`config.mk`:
```
export PLATFORM = sky130hd
export DESIGN_NAME = ltlb_ctrl
export DESIGN_NICKNAME = d
export VERILOG_FILES = /design/src/rtl/core/ltlb_pkg.sv /design/src/rtl/core/ltlb_ctrl.sv
export SDC_FILE = /design/constraint.sdc
export NUM_CORES = 1
export LEC_CHECK = 0
export BUFFER_PORTS_ARGS = -buffer_cell sky130_fd_sc_hd__clkbuf_2
export CORE_AREA = 2 2 137 165
export DETAILED_ROUTE_END_ITERATION = 8
export DIE_AREA = 0 0 139 167
export HOLD_SLACK_MARGIN = 0.02
export PLACE_DENSITY = 0.68
export SYNTH_ARGS = -nofsm -noshare
export SYNTH_HDL_FRONTEND = slang
export SYNTH_SLANG_ARGS = --single-unit
```
`constraint.sdc`:
```
create_clock -name clk -period 4.8 [get_ports clk]
set_input_delay 0.72 -clock clk [delete_from_list [all_inputs] [get_ports clk]]
set_output_delay 0.72 -clock clk [all_outputs]
set_load 0.01 [all_outputs]
```
`src/rtl/core/ltlb_pkg.sv`:
```
// Shared constants, request/result types and helper functions of the line text log buffer.
// No dependencies; used by every module of the block.
package ltlb_pkg;

	localparam int LOG_CAPACITY = 1024;
	localparam int PTR_W        = $clog2(LOG_CAPACITY);
	localparam int LEN_W        = $clog2(LOG_CAPACITY + 1);
	localparam int HALF_DROP    = LOG_CAPACITY / 2;

	localparam int CHAR_W = 8;
	localparam int LINE_W = 11;
	localparam int OFF_W  = 10;
	localparam int LCMP_W = (LEN_W > LINE_W) ? LEN_W : LINE_W;
	localparam int COL_W  = (LEN_W > OFF_W) ? LEN_W : OFF_W;

	localparam logic [CHAR_W-1:0] CH_TAB     = 8'h09;
	localparam logic [CHAR_W-1:0] CH_NEWLINE = 8'h0A;
	localparam logic [CHAR_W-1:0] CH_SPACE   = 8'h20;

	localparam logic REQ_APPEND = 1'b0;
	localparam logic REQ_READ   = 1'b1;

	typedef struct packed {
		logic              req_type;
		logic [CHAR_W-1:0] char_in;
		logic [LINE_W-1:0] line_number;
		logic [OFF_W-1:0]  char_offset;
	} req_t;

	typedef struct packed {
		logic [LINE_W-1:0] line_count;
		logic [CHAR_W-1:0] data_char;
		logic              char_valid;
		logic              stored;
	} rsp_t;

	typedef struct packed {
		logic              we;
		logic [PTR_W-1:0]  waddr;
		logic [CHAR_W-1:0] wdata;
		logic [PTR_W-1:0]  raddr;
	} mem_req_t;

	// Ring index of the character at position ofs from the head; ofs stays below capacity.
	function automatic logic [PTR_W-1:0] ring_pos(input logic [PTR_W-1:0] head,
			input logic [LEN_W-1:0] ofs);
		logic [LEN_W:0] sum;
		sum = (LEN_W+1)'(head) + (LEN_W+1)'(ofs);
		if (sum >= (LEN_W+1)'(LOG_CAPACITY)) begin
			sum = sum - (LEN_W+1)'(LOG_CAPACITY);
		end
		return PTR_W'(sum);
	endfunction

	// Tab, newline and every byte from 0x20 upward are kept; other control bytes are ignored.
	function automatic logic char_ok(input logic [CHAR_W-1:0] ch);
		return (ch == CH_TAB) || (ch == CH_NEWLINE) || (ch >= CH_SPACE);
	endfunction

endpackage

```
`src/rtl/core/ltlb_ctrl.sv`:
```
// Request sequencer of the line text log buffer: log pointers, line scan and drop logic.
// Depends on ltlb_pkg; drives the ring memory through a mem_req_t bundle.
module ltlb_ctrl (
	input  logic                        clk,
	input  logic                        arst_n,
	input  logic                        start,
	input  ltlb_pkg::req_t              req,
	output logic                        busy,
	output logic                        done,
	output ltlb_pkg::rsp_t              rsp,
	output ltlb_pkg::mem_req_t          mem,
	input  logic [ltlb_pkg::CHAR_W-1:0] rdata
);

	typedef enum logic [3:0] {
		ST_IDLE  = 4'b0001,
		ST_RSCAN = 4'b0010,
		ST_FSCAN = 4'b0100,
		ST_WRITE = 4'b1000
	} state_t;

	state_t                        state_q, state_d;
	logic [ltlb_pkg::PTR_W-1:0]    head_q, head_d;
	logic [ltlb_pkg::LEN_W-1:0]    len_q, len_d;
	logic [ltlb_pkg::LEN_W-1:0]    nl_q, nl_d;
	logic                          last_nl_q, last_nl_d;
	logic                          done_q, done_d;
	logic                          pend_s1, pend_d;
	ltlb_pkg::rsp_t                rsp_q, rsp_d;
	logic [ltlb_pkg::CHAR_W-1:0]   ch_q, ch_d;
	logic [ltlb_pkg::LINE_W-1:0]   line_q, line_d;
	logic [ltlb_pkg::OFF_W-1:0]    off_q, off_d;
	logic [ltlb_pkg::LEN_W-1:0]    idx_q, idx_d;
	logic [ltlb_pkg::PTR_W-1:0]    pos_s1, pos_d;
	logic [ltlb_pkg::LEN_W-1:0]    pidx_s1, pidx_d;
	logic [ltlb_pkg::LCMP_W-1:0]   cur_line_q, cur_line_d;
	logic [ltlb_pkg::COL_W-1:0]    col_q, col_d;

	logic                          accept, full, scanning, issue, eot, cur_nl, in_nl;
	logic [ltlb_pkg::LEN_W-1:0]    ofs_sel;
	logic [ltlb_pkg::PTR_W-1:0]    addr, half_head, next_head;
	logic [ltlb_pkg::LINE_W-1:0]   count_now, count_app;

	assign accept   = start && (state_q == ST_IDLE);
	assign full     = (len_q == ltlb_pkg::LEN_W'(ltlb_pkg::LOG_CAPACITY));
	assign scanning = (state_q == ST_RSCAN) || (state_q == ST_FSCAN);
	assign issue    = scanning && (idx_q < len_q);
	assign eot      = !pend_s1 && (idx_q >= len_q);
	assign cur_nl   = (rdata == ltlb_pkg::CH_NEWLINE);
	assign in_nl    = (req.char_in == ltlb_pkg::CH_NEWLINE);

	assign ofs_sel   = scanning ? idx_q : len_q;
	assign addr      = ltlb_pkg::ring_pos(head_q, ofs_sel);
	assign half_head = ltlb_pkg::ring_pos(head_q, ltlb_pkg::LEN_W'(ltlb_pkg::HALF_DROP));
	assign next_head = (pos_s1 == ltlb_pkg::PTR_W'(ltlb_pkg::LOG_CAPACITY - 1)) ?
			'0 : pos_s1 + ltlb_pkg::PTR_W'(1);

	// An unterminated last line counts as a line; after an append the count is always nl + 1.
	assign count_now = ltlb_pkg::LINE_W'((ltlb_pkg::LEN_W+1)'(nl_q) +
			(ltlb_pkg::LEN_W+1)'((len_q != '0) && !last_nl_q));
	assign count_app = ltlb_pkg::LINE_W'((ltlb_pkg::LEN_W+1)'(nl_q) + (ltlb_pkg::LEN_W+1)'(1));

	assign mem.we    = (accept && (req.req_type == ltlb_pkg::REQ_APPEND) &&
			ltlb_pkg::char_ok(req.char_in) && !full) || (state_q == ST_WRITE);
	assign mem.waddr = addr;
	assign mem.wdata = (state_q == ST_WRITE) ? ch_q : req.char_in;
	assign mem.raddr = addr;

	always_comb begin
		state_d    = state_q;
		head_d     = head_q;
		len_d      = len_q;
		nl_d       = nl_q;
		last_nl_d  = last_nl_q;
		done_d     = 1'b0;
		pend_d     = issue;
		rsp_d      = rsp_q;
		ch_d       = ch_q;
		line_d     = line_q;
		off_d      = off_q;
		idx_d      = issue ? idx_q + ltlb_pkg::LEN_W'(1) : idx_q;
		pos_d      = addr;
		pidx_d     = idx_q;
		cur_line_d = cur_line_q;
		col_d      = col_q;

		case (state_q)
			ST_IDLE: begin
				if (accept) begin
					ch_d       = req.char_in;
					line_d     = req.line_number;
					off_d      = req.char_offset;
					idx_d      = '0;
					cur_line_d = '0;
					col_d      = '0;
					if (req.req_type == ltlb_pkg::REQ_READ) begin
						state_d = ST_RSCAN;
					end else if (!ltlb_pkg::char_ok(req.char_in)) begin
						done_d = 1'b1;
						rsp_d  = '{line_count: count_now, data_char: '0,
								char_valid: 1'b0, stored: 1'b0};
					end else if (!full) begin
						len_d     = len_q + ltlb_pkg::LEN_W'(1);
						nl_d      = nl_q + ltlb_pkg::LEN_W'(in_nl);
						last_nl_d = in_nl;
						done_d    = 1'b1;
						rsp_d     = '{line_count: count_app, data_char: '0,
								char_valid: 1'b0, stored: 1'b1};
					end else if (nl_q == '0) begin
						head_d  = half_head;
						len_d   = len_q - ltlb_pkg::LEN_W'(ltlb_pkg::HALF_DROP);
						state_d = ST_WRITE;
					end else begin
						state_d = ST_FSCAN;
					end
				end
			end
			ST_RSCAN: begin
				if (pend_s1) begin
					if (cur_line_q == ltlb_pkg::LCMP_W'(line_q)) begin
						if (cur_nl) begin
							state_d = ST_IDLE;
							done_d  = 1'b1;
							pend_d  = 1'b0;
							rsp_d   = '{line_count: count_now, data_char: '0,
									char_valid: 1'b0, stored: 1'b0};
						end else if (col_q == ltlb_pkg::COL_W'(off_q)) begin
							state_d = ST_IDLE;
							done_d  = 1'b1;
							pend_d  = 1'b0;
							rsp_d   = '{line_count: count_now, data_char: rdata,
									char_valid: 1'b1, stored: 1'b0};
						end else begin
							col_d = col_q + ltlb_pkg::COL_W'(1);
						end
					end else if (cur_nl) begin
						cur_line_d = cur_line_q + ltlb_pkg::LCMP_W'(1);
					end
				end else if (eot) begin
					state_d = ST_IDLE;
					done_d  = 1'b1;
					rsp_d   = '{line_count: count_now, data_char: '0,
							char_valid: 1'b0, stored: 1'b0};
				end
			end
			ST_FSCAN: begin
				if (pend_s1 && cur_nl) begin
					// First newline found: drop through it unless it ends the log.
					if (pidx_s1 < len_q - ltlb_pkg::LEN_W'(1)) begin
						head_d = next_head;
						len_d  = len_q - (pidx_s1 + ltlb_pkg::LEN_W'(1));
						nl_d   = nl_q - ltlb_pkg::LEN_W'(1);
					end else begin
						head_d = half_head;
						len_d  = len_q - ltlb_pkg::LEN_W'(ltlb_pkg::HALF_DROP);
					end
					state_d = ST_WRITE;
					pend_d  = 1'b0;
				end else if (eot) begin
					head_d  = half_head;
					len_d   = len_q - ltlb_pkg::LEN_W'(ltlb_pkg::HALF_DROP);
					state_d = ST_WRITE;
				end
			end
			ST_WRITE: begin
				len_d     = len_q + ltlb_pkg::LEN_W'(1);
				nl_d      = nl_q + ltlb_pkg::LEN_W'(ch_q == ltlb_pkg::CH_NEWLINE);
				last_nl_d = (ch_q == ltlb_pkg::CH_NEWLINE);
				done_d    = 1'b1;
				state_d   = ST_IDLE;
				rsp_d     = '{line_count: count_app, data_char: '0,
						char_valid: 1'b0, stored: 1'b1};
			end
			default: begin
				state_d = ST_IDLE;
				pend_d  = 1'b0;
			end
		endcase
	end

	always_ff @(posedge clk or negedge arst_n) begin
		if (!arst_n) begin
			state_q   <= ST_IDLE;
			head_q    <= '0;
			len_q     <= '0;
			nl_q      <= '0;
			last_nl_q <= 1'b0;
			done_q    <= 1'b0;
			pend_s1   <= 1'b0;
		end else begin
			state_q   <= state_d;
			head_q    <= head_d;
			len_q     <= len_d;
			nl_q      <= nl_d;
			last_nl_q <= last_nl_d;
			done_q    <= done_d;
			pend_s1   <= pend_d;
		end
	end

	always_ff @(posedge clk) begin
		rsp_q      <= rsp_d;
		ch_q       <= ch_d;
		line_q     <= line_d;
		off_q      <= off_d;
		idx_q      <= idx_d;
		pos_s1     <= pos_d;
		pidx_s1    <= pidx_d;
		cur_line_q <= cur_line_d;
		col_q      <= col_d;
	end

	assign busy = (state_q != ST_IDLE);
	assign done = done_q;
	assign rsp  = rsp_q;

endmodule

```
Word level (Yosys, flattened, before mapping)
Cells that the tools add are included.

Add/sub/neg operators: 18. Order comparisons: 6. Eq/ne operators: 35. Muxes and demuxes: 87. Bitwise gates (word level): 1. Reductions and logical operators: 32.

Operator list (number): $mux W11 (26); $mux W21 (9); $mux W10 (11); $add A11 B1 Y11 const B (6); $pmux W11 S3 (2); $pmux W21 S3 (1); $mux W4 (12); $pmux W11 S2 (2); $add A11 B1 Y11 (3); $eq A8 B4 Y1 const B (4); $reduce_and A7 Y1 (4); $lt A11 B11 Y1 (2); $sub A11 B1 Y11 const B (2); $pmux W10 S2 (1); $sub A10 B1 Y10 const B (2); $mux W1 (18); $ne A2 B2 Y1 const B (9); $add A10 B11 Y12 (1); $ge A12 B11 Y1 const B (1); $ne A3 B2 Y1 const B (4); $pmux W4 S3 (1); $reduce_and A6 Y1 (2); $add A10 B10 Y11 const B (1); $eq A11 B10 Y1 (1); other kinds (31) (54).

Bits in registers: 143. Input bits: 41. Logic and storage cells: 198.

Longest topological paths before layout
Depth after elaboration: 9. Depth in mapped cells: 16. Mapped depth without buffers: 14.

Worst setup path after synthesis
OpenSTA, ideal clock, no wires.

Path kind: reg2out. From: register state_q[1]. To: output mem[27] in the netlist's numbering. Arrival time: 3.777 ns. Data required time: 4.080 ns. Setup slack: 0.303 ns. Cell stages (with the launch flop): 17. Path buffers: 4. Cell sequence: dfrtp_1 or4b_1 clkbuf_1 nand2_1 clkbuf_1 buf_2 nand2_1 o21ai_0 ha_1 a21o_1 a21oi_1 nor2b_1 o21a_1 o41ai_1 o21ai_0 xnor2_1 buf_4.

RTL lines: from (decl) (line ltlb_ctrl.sv:22) `state_t state_q, state_d;`; from (signal assigned) (line ltlb_ctrl.sv:191) `state_q <= state_d;`; to (decl) (line ltlb_ctrl.sv:11) `output ltlb_pkg::mem_req_t mem,`.

Worst setup path in the final report
From: register len_q[1] in the netlist's numbering. To: register len_q[9] in the netlist's numbering.

Cells in the longest elaborated chain, start to end: 7. Elaborated cells between the ends (all ways): 20. Classes of those cells: add/sub: 4; order compare: 2; eq/ne: 3; mux: 9; reduce/logical: 2.

RTL lines: from (decl) (line ltlb_ctrl.sv:24) `logic [ltlb_pkg::LEN_W-1:0] len_q, len_d;`; from (signal assigned) (line ltlb_ctrl.sv:193) `len_q <= len_d;`; branches (longest 7 deep; another with $sub A11 B1 Y11).

Parallel ways; which one is timed is not known. The select of a mux whose other input is x is not followed. A chain may end at the register's enable or synchronous reset.

==> metrics.cfg <==
[critical_path]
worst_ep_required_time_ns=5.12
endpoint_kind=flip-flop
cp_cell_sequence=inv_1 -> ha_1 -> or3b_4 -> or2_1 -> or3_4 -> xnor2_1 -> ha_1 -> and4_1 -> nand2_1 -> a2111oi_0 -> or4_1 -> buf_4 -> nand2_1 -> or3_1 -> o221a_2
critPathLaunchType=flip-flop
crit_fanout=12
slowest_stage=or4_1
slowest_delay_ns=0.51
arrival_ns=4.86
path_class=flip-flop to flip-flop

[grt]
grt_max_degree=40
grt_use_total_pct=16.4
grtUsageMet3_pct=3.36
antenna_found_initial=0
met1_usage_pct=21.1
grt_first_pass_wirelength_mm=30.6
grt_util_met2_pct=27.3
grt_overflow_total=0
busiest_layer=met2
grt_pass1_vias=6183

[cells_and_area]
layout_commonest_cell=clkbuf_2
fill_cells=2008
syn_to_final_growth_pct=16.3
finish.net_count=1045
diodes=0
layout_common_cells=clkbuf_2 (92), nand2_1 (81), edfxtp_1 (72)
layout-drive-gt1-share_pct=17.9

[timing]
post-route-min-period_ns=4.54
tightest_slew_ns=1.11
finalSetupTns_ns=0
max_freq_ghz=0.220
setup_viol=0
period_share_pct=94.5
rsz0062_at_grt=no
relSlewSlack_pct=26.0
drv_slew=0
whs_ns=0.394
hold_viol=0
finClkSkew_ns=0.0120

[placement]
gp_congestion=0.910
portBuffers=92
hpwlAfterDp_mm=14.0

[worst_hold_path]
hold_path_class=flip-flop to flip-flop

[drt]
viasPerCell=5.34
routed_wl_mm=18.8
first_pass_iters=8
wire_per_inst_microns=15.3
drc=0
drt_iter0_markers=367
ant_nets=0
vias=6550

[floorplan]
die_area_sq_mm=0.0232
std_cell_rows=59
die_x_microns=139
start_util_pct=39.5
ioPinCount=93
core_region_area_sq_mm=0.0216
die_y_microns=167

[power]
p_comb_share_pct=38.4
seqPwrFrac_pct=35.6
ir_drop_mv=0.323
p_switching_mw=2.01
pwr-share-clk_pct=26.0
power_mw=5.33
leakage_nw=4.09
internal_power_mw=3.32
swShare_pct=37.7
p_per_area_mw_per_mm2=538

[synthesis]
synth_area_leader_cell=edfxtp_1
async_flop_share_pct=27.3
syn-num-nets=950
ys_types=73
synth_seq_cells=143
synth_edf_count=72
synth_area_leaders=edfxtp_1 (25%), dfrtp_1 (11%), ha_1 (9.0%)
syn_inst=845
synth-main-ff-cell=edfxtp_1
syn_area_sq_mm=0.00851
synth_sequential_area_ratio_pct=44.4
synth_top_area_share_pct=25.4
syn-mean-instance-area_sq_um=10.1
yosysWarnings=0

[run_status]
status=complete, no violations

[clock_network]
clkSinkCount=143
clockBufferDepth=2
path_clk_slew_ns=0.07
post_cts_buffers=0
cts_max_level=4
cts-root-buf=clkbuf_16
clk_latency_ns=0.44
cts_buffers=17
tritoncts=done
holdBufCountCts=0

[flow_run]
cap_viol_max_count=0

[logic make-up (layout without fill, tap and decap cells)]
logic type / after synthesis / count (layout) / share of synthesized area [%]
xor gates and xnor gates: 96 / 96 / 9.89
buffers and inverters: 73 / 181 / 3.87
muxes: 19 / 19 / 2.78
DFF: 143 / 143 / 44.4
adders and majority gates: 64 / 64 / 9.68
and+or+nand+nor: 297 / 297 / 17.8
AOI/OAI and AO/OA: 153 / 153 / 11.6
[sequential cells by signal, summed over array words and instances, names as in the netlist]
register    count
nl_q           11
head_q         10
pidx_s1        11
cur_line_q     11
last_nl_q       1
state_q         4
len_q          11
pos_s1         10
off_q          10
ch_q            8
idx_q          11
rsp            21
pend_s1         1
line_q         11
done            1
col_q          11
[worst max-delay path: cells and delay by family, from the launching register on]
family                     cells  cell delay, ns
buffers and inverters          2            0.48
AOI/OAI and AO/OA              2            0.60
adders and majority gates      2            0.51
DFF                            1            0.43
and+or+nand+nor                8            2.27
xor gates and xnor gates       1            0.14
[metrics by stage]
| step | instances | utilization [%] | setup slack, ns | instance area, sq um |
|---|---|---|---|---|
| finish | 1227 | 45.9 | 0.263 | 9890 |
| global route | 1227 | 45.9 | 0.00358 | 9890 |
| CTS | 1227 | 45.9 | 0.143 | 9890 |
| detailed placement | 1195 | 43.0 | 0.300 | 9270 |
| global placement | 1195 | 43.0 | 0.548 | 9270 |
| floorplan | 845 | - | 0.303 | 8510 |
[Yosys cell counts (all sizes together) (5+ instances only)]
| master | number |
|---|---|
| mux2 | 13 |
| dfrtp | 38 |
| buf | 14 |
| nand2 | 81 |
| a31oi | 6 |
| nor2b | 6 |
| xnor2 | 48 |
| o31ai | 6 |
| nand3 | 23 |
| nor2 | 70 |
| o21ai | 47 |
| nor4b | 5 |
| nand4 | 9 |
| and3 | 22 |
| or3 | 11 |
| o21a | 5 |
| edfxtp | 72 |
| mux2i | 6 |
| nor4 | 13 |
| dfxtp | 32 |
| o41ai | 9 |
| xor2 | 48 |
| nor3 | 25 |
| a21o | 5 |
| nand2b | 6 |
| clkbuf | 18 |
| a21oi | 37 |
| ha | 61 |
| inv | 41 |
[layer usage]
layer,routed length (microns),vias to the layer above
met3,902,33
li1,-,3245
met4,394,0
met1,8430,3078
met5,0,-
met2,9020,194
[power by group through the flow]
stage | combinational (mW) | sequential, mW | clock [mW]
5_1_grt | 2.28 | 1.94 | 1.46
3_3_place_gp | 2.00 | 1.91 | 0
2_1_floorplan | 1.56 | 1.86 | 0
3_5_place_dp | 2.04 | 1.92 | 0
6_report | 2.04 | 1.90 | 1.39
4_1_cts | 2.05 | 1.89 | 1.41
[worst paths after layout]
path / start / slack, ns / cells past startpoint / to
min in group asynchronous: arst_n / 0.48 / 1 / head_q[5]
max: len_q[1] / 0.26 / 15 / len_q[9]
min reg2reg: idx_q[10] / 0.39 / 0 / pidx_s1[10]
min: idx_q[10] / 0.39 / 0 / pidx_s1[10]
max reg2reg: len_q[1] / 0.26 / 15 / len_q[9]
max in group asynchronous: arst_n / 3.63 / 1 / state_q[2]
[final cells by class]
type | count | area, sq um | share of cell area, %
clock buffer | 17 | 425 | 4.30
tap | 274 | 343 | 3.46
inverter | 41 | 154 | 1.56
sequential | 143 | 3780 | 38.2
clock inverter | 15 | 191 | 1.93
multi-input combinational | 629 | 4420 | 44.7
timing repair buffer | 108 | 581 | 5.87
[what timing repair did]
action,in CTS,in global routing
endpoints found under the hold margin,0,0
resized for setup,0,1
endpoints found under the setup margin,0,2
(Power assumes the default switching activity.)
